`src/hdl/sipq_pkg.sv`:
```
// sipq_pkg: shared types and codes for the sorted-insert priority queue
// depends on nothing; imported by sipq_cell and the core top level
package sipq_pkg;

    localparam int KEY_W  = 16;
    localparam int WORD_W = 32;
    localparam int FILL_W = 5;

    localparam logic OP_INSERT = 1'b0;
    localparam logic OP_REMOVE = 1'b1;

    localparam logic [1:0] ST_INSERTED = 2'd0;
    localparam logic [1:0] ST_FULL     = 2'd1;
    localparam logic [1:0] ST_REMOVED  = 2'd2;
    localparam logic [1:0] ST_EMPTY    = 2'd3;

    typedef struct packed {
        logic signed [KEY_W-1:0]  key;
        logic signed [WORD_W-1:0] word;
    } t_entry;

    typedef struct packed {
        logic ins;
        logic rem;
    } t_cell_ctl;

endpackage

```
`src/hdl/sorted_insert_priority_queue_core.sv`:
```
// sorted_insert_priority_queue_core: bounded priority queue as a row of shifting cells
// depends on sipq_pkg and sipq_cell
//
//  channel | valid   | stall   | fields
//  input   | i_valid | o_stall | i_operation, i_priority_req, i_payload
//  output  | o_valid | i_stall | o_status, o_out_priority, o_out_payload, o_fill_level
//
// one word per cycle while o_stall is low: every cell compares and shifts in parallel in the accept cycle
// the result is registered in the output register at accept and appears in the cycle after it
// input stalls only while a result is held and the output side stalls
// reset empties the queue at once; cell contents need no clearing
module sorted_insert_priority_queue_core #(
    parameter int DEPTH = 16
) (
    input  logic               i_clk,
    input  logic               i_rst_n,
    input  logic               i_valid,
    output logic               o_stall,
    input  logic               i_operation,
    input  logic signed [15:0] i_priority_req,
    input  logic signed [31:0] i_payload,
    output logic               o_valid,
    input  logic               i_stall,
    output logic [1:0]         o_status,
    output logic signed [15:0] o_out_priority,
    output logic signed [31:0] o_out_payload,
    output logic [4:0]         o_fill_level
);
    import sipq_pkg::*;

    localparam int CW = $clog2(DEPTH + 1);

    logic [CW-1:0]  r_count;
    logic [CW-1:0]  n_count;
    logic           r_out_valid;
    logic [1:0]     r_status;
    logic [1:0]     n_status;
    logic [KEY_W-1:0]  r_opri;
    logic [KEY_W-1:0]  n_opri;
    logic [WORD_W-1:0] r_opay;
    logic [WORD_W-1:0] n_opay;
    logic [CW+FILL_W-1:0] w_fill;

    logic      w_accept;
    logic      w_full;
    logic      w_empty;
    t_cell_ctl w_ctl;
    t_entry    w_new;
    t_entry    w_entry [DEPTH];
    logic      w_keeps [DEPTH];

    assign o_stall  = r_out_valid && i_stall;
    assign w_accept = i_valid && !o_stall;
    assign w_full   = (r_count == CW'(DEPTH));
    assign w_empty  = (r_count == '0);

    assign w_ctl.ins = w_accept && (i_operation == OP_INSERT) && !w_full;
    assign w_ctl.rem = w_accept && (i_operation == OP_REMOVE) && !w_empty;

    assign w_new.key  = i_priority_req;
    assign w_new.word = i_payload;

    for (genvar g = 0; g < DEPTH; g++) begin : g_cell
        sipq_cell u_cell (
            .i_clk        (i_clk),
            .i_ctl        (w_ctl),
            .i_occupied   (CW'(g) < r_count),
            .i_new        (w_new),
            .i_left       ((g == 0) ? w_new : w_entry[(g == 0) ? 0 : g - 1]),
            .i_left_keeps ((g == 0) ? 1'b1 : w_keeps[(g == 0) ? 0 : g - 1]),
            .i_right      ((g == DEPTH - 1) ? w_entry[g]
                                            : w_entry[(g == DEPTH - 1) ? g : g + 1]),
            .o_entry      (w_entry[g]),
            .o_keeps      (w_keeps[g])
        );
    end

    always_comb begin
        n_count  = r_count;
        n_status = ST_INSERTED;
        n_opri   = '0;
        n_opay   = '0;
        unique case (i_operation)
            OP_INSERT: begin
                if (w_full) begin
                    n_status = ST_FULL;
                end else begin
                    n_count = r_count + CW'(1);
                end
            end
            OP_REMOVE: begin
                if (w_empty) begin
                    n_status = ST_EMPTY;
                end else begin
                    n_status = ST_REMOVED;
                    n_opri   = w_entry[0].key;
                    n_opay   = w_entry[0].word;
                    n_count  = r_count - CW'(1);
                end
            end
            default: begin
                n_status = ST_INSERTED;
            end
        endcase
    end

    always_ff @(posedge i_clk) begin
        if (!i_rst_n) begin
            r_count     <= '0;
            r_out_valid <= 1'b0;
        end else begin
            if (w_accept) begin
                r_count     <= n_count;
                r_out_valid <= 1'b1;
            end else if (!i_stall) begin
                r_out_valid <= 1'b0;
            end
        end
    end

    always_ff @(posedge i_clk) begin
        if (w_accept) begin
            r_status <= n_status;
            r_opri   <= n_opri;
            r_opay   <= n_opay;
        end
    end

    assign w_fill = (CW + FILL_W)'(r_count);

    assign o_valid        = r_out_valid;
    assign o_status       = r_status;
    assign o_out_priority = r_opri;
    assign o_out_payload  = r_opay;
    assign o_fill_level   = w_fill[FILL_W-1:0];

endmodule

```
`src/hdl/sipq_cell.sv`:
```
// sipq_cell: one slot of the sorted chain, holds a key and its data word
// depends on sipq_pkg; instantiated in a row by sorted_insert_priority_queue_core
module sipq_cell (
    input  logic               i_clk,
    input  sipq_pkg::t_cell_ctl i_ctl,
    input  logic               i_occupied,
    input  sipq_pkg::t_entry   i_new,
    input  sipq_pkg::t_entry   i_left,
    input  logic               i_left_keeps,
    input  sipq_pkg::t_entry   i_right,
    output sipq_pkg::t_entry   o_entry,
    output logic               o_keeps
);
    import sipq_pkg::*;

    t_entry r_entry;
    t_entry n_entry;

    assign o_keeps = i_occupied && (r_entry.key <= i_new.key);
    assign o_entry = r_entry;

    always_comb begin
        n_entry = r_entry;
        priority if (i_ctl.ins) begin
            priority if (o_keeps) begin
                n_entry = r_entry;
            end else if (i_left_keeps) begin
                n_entry = i_new;
            end else begin
                n_entry = i_left;
            end
        end else if (i_ctl.rem) begin
            n_entry = i_right;
        end
    end

    always_ff @(posedge i_clk) begin
        r_entry <= n_entry;
    end

endmodule

```
`config.mk`:
```
export PLATFORM = sky130hd
export DESIGN_NAME = sorted_insert_priority_queue_core
export DESIGN_NICKNAME = d
export VERILOG_FILES = /design/src/hdl/sipq_pkg.sv /design/src/hdl/sorted_insert_priority_queue_core.sv /design/src/hdl/sipq_cell.sv
export SDC_FILE = /design/constraint.sdc
export NUM_CORES = 2
export LEC_CHECK = 0
export ABC_CLOCK_PERIOD_IN_PS = 18000
export BUFFER_PORTS_ARGS = -buffer_cell sky130_fd_sc_hd__buf_2
export CAP_MARGIN = 40
export CELL_PAD_IN_SITES_DETAIL_PLACEMENT = 1
export CELL_PAD_IN_SITES_GLOBAL_PLACEMENT = 2
export CORE_ASPECT_RATIO = 0.6
export CORE_MARGIN = 2
export CORE_UTILIZATION = 40
export DETAILED_ROUTE_END_ITERATION = 8
export HOLD_SLACK_MARGIN = 0.15
export PLACE_DENSITY = 0.72
export SYNTH_ARGS = -nofsm -noshare
export SYNTH_HDL_FRONTEND = slang
export SYNTH_HIERARCHICAL = 1
export SYNTH_SLANG_ARGS = --single-unit
```
`constraint.sdc`:
```
create_clock -name i_clk -period 18 [get_ports i_clk]
set_clock_uncertainty 0.1 [all_clocks]
set_input_delay 1.8 -clock i_clk [delete_from_list [all_inputs] [get_ports i_clk]]
set_output_delay 1.8 -clock i_clk [all_outputs]
set_load 0.01 [all_outputs]
```
==> results_dict.tcl <==
set metrics [dict create \
    timing.final.ws_setup_ns 11.97 \
    cp.required_ns 18.32 \
    portBuffers 109 \
    final_nets 4870 \
    drt_pass1_iterations 7 \
    timing.critical_path.fanout_max 235 \
    sum_of_negative_setup_slack_ns 0 \
    detailedPlacementHpwl_um 97800 \
    max-cap-violations 0 \
    area_of_the_multi_input_gates_sq_um 21600 \
    avgSynthCellArea_sq_um 10.6 \
    p_leak_nw 19.7 \
    achievable-frequency_ghz 0.166 \
    grt_start_max_net_pins 241 \
    placedCellCount 6068 \
    rsz0062_at_grt "false" \
    root_buffer "sky130_fd_sc_hd__clkbuf_16" \
    hold_viol 0 \
    drt-wirelength-per-cell_um 22.2 \
    die-area_sq_um 124000 \
    pwr_density_cell_nw_per_um2 125 \
    crit_path_start_kind "primary input" \
    post-cts-setup-buffer-count 0 \
    die_h_um 274 \
    skew_pair_late_insertion_delay_ns 0.71 \
    vdd_drop_max_v 0.0000763 \
    htree_levels 3 \
    worst-endpoint-arrival_ns 6.34 \
    tightestPinTransition_ns 1.04 \
    post_synth_inst_count 4577 \
    route.antenna.remaining_nets 0 \
    area.sequential_sq_um 24700 \
    syn2layout_area_growth_pct 10.3 \
    syn_nets 4889 \
    yosys_warnings 6 \
    total_number_of_vias 33600 \
    maximum_root_to_sink_buffer_count 3 \
    grt_first_pass_wirelength_um 212000 \
    postLayoutCoreUtil_pct 44.7 \
    number_of_antenna_violations_at_the_first_check_in_global_routing 2 \
    type_of_destination_of_the_critical_path "register" \
    setup_viol 0 \
    initial_utilization_pct 40.5 \
    drive_above_1_share_pct 8.02 \
    post_synth_instance_area_sq_um 48500 \
    drcViolationCount 0 \
    drt_first_iter_violations 2754 \
    via_per_inst 5.39 \
    fp-row-count 98 \
    overflow 0 \
    period_share_pct 33.5 \
    nFillCells 13000 \
    layout_min_cycle_time_ns 6.03 \
    wirelength_um 138000 \
    vias_in_the_first_global_route 33300 \
    tritoncts_clock_tree "built" \
    gp_congestion 0.791 \
    timing.setup.critical_path_class "in2reg" \
    final_cells 6228 \
    track_usage_pct 22.1 \
    clkSlewWorstSetupHoldPaths_ns 0.06 \
    finalInstanceArea_sq_um 53400 \
    run_status "complete, no violations" \
    detailed_place.area_sq_um 50700 \
    hold_path.class "reg2reg" \
    hold_buffers_post_cts 0 \
    cts.repair.resized 0 \
    relSlewSlack_pct 30.6 \
    core-area_sq_um 120000 \
    floorplan.die.width_um 453 \
    dpl_worst_slack_ns 11.24 \
    pin_count 110 \
    cts_num_sinks 824 \
    number_of_pins_with_negative_max_slew_slack_in_the_final_report 0 \
    tritoncts.num_buffers 88 \
]
[state kept, by name, summed over array words and instances, names as in the netlist]
register and count:
g_cell.u_cell/o_entry 768, o_fill_level 5, o_out_payload 32, o_out_priority 16
o_status 2, o_valid 1
[final timing paths]
path                               startpoint                             to  slack (ns)  cells after the start
setup / recovery                      i_stall  g_cell[15].u_cell/o_entry[10]       11.97                     11
hold / removal    g_cell[0].u_cell/o_entry[5]               o_out_payload[5]        0.45                      1
setup reg to reg              o_fill_level[1]  g_cell[15].u_cell/o_entry[10]       12.53                      9
hold reg to reg   g_cell[0].u_cell/o_entry[5]               o_out_payload[5]        0.45                      1
[stage by stage]
step / hold WS [ns] / power [mW]
2_1_floorplan: 0.424 / 4.22
3_5_place_dp: 0.441 / 4.89
6_report: 0.455 / 6.68
5_1_grt: 0.473 / 7.07
3_3_place_gp: 0.436 / 4.81
4_1_cts: 0.460 / 6.74
[placed cells by master (no fill, tap or decap), drive strengths merged, types with 16 or more instances in the layout]
cell type	count
a21oi	849
nor2	820
edfxtp	818
mux2i	783
inv	318
ha	259
buf	172
clkbuf	100
nand2	71
and2	51
clkinv	43
a21o	39
nand4	37
nand3	34
o21ai	32
nor3	28
nand2b	17
a31oi	17
a41oi	16
[power by group]
part / switching (mW) / total (mW) / internal [mW]
clock: 0.823 / 1.82 / 0.997
combinational: 1.13 / 1.78 / 0.650
sequential: 0.326 / 3.08 / 2.75
total: 2.28 / 6.68 / 4.40
[worst max-delay path, stage by stage]
cell,delay (ns)
sky130_fd_sc_hd__buf_2,0.12
sky130_fd_sc_hd__a21boi_4,0.15
sky130_fd_sc_hd__buf_4,0.55
sky130_fd_sc_hd__nand2b_1,0.19
sky130_fd_sc_hd__a31oi_4,0.21
sky130_fd_sc_hd__buf_12,0.49
sky130_fd_sc_hd__buf_4,0.82
sky130_fd_sc_hd__buf_12,0.69
sky130_fd_sc_hd__buf_4,0.58
sky130_fd_sc_hd__buf_12,0.31
sky130_fd_sc_hd__a21oi_1,0.12
[layout make-up]
class | instances | area share, %
Antenna cell | 4 | 0.0187
Clock buffer | 100 | 4.20
Clock inverter | 56 | 0.897
Inverter | 313 | 2.20
Multi-Input combinational cell | 3159 | 40.5
Sequential cell | 824 | 46.2
Tap cell | 1600 | 3.75
Timing Repair Buffer | 172 | 2.29
[metal layers]
| layer | global-route usage, % | wire length, um | share of wire (%) |
|---|---|---|---|
| met1 | 39.4 | 81400 | 59 |
| met2 | 26.7 | 48600 | 35 |
| met3 | 2.93 | 6170 | 4.5 |
| met4 | 4.15 | 2170 | 1.6 |
| met5 | 0 | 0 | 0 |
Power figures use the tool's default switching activity.
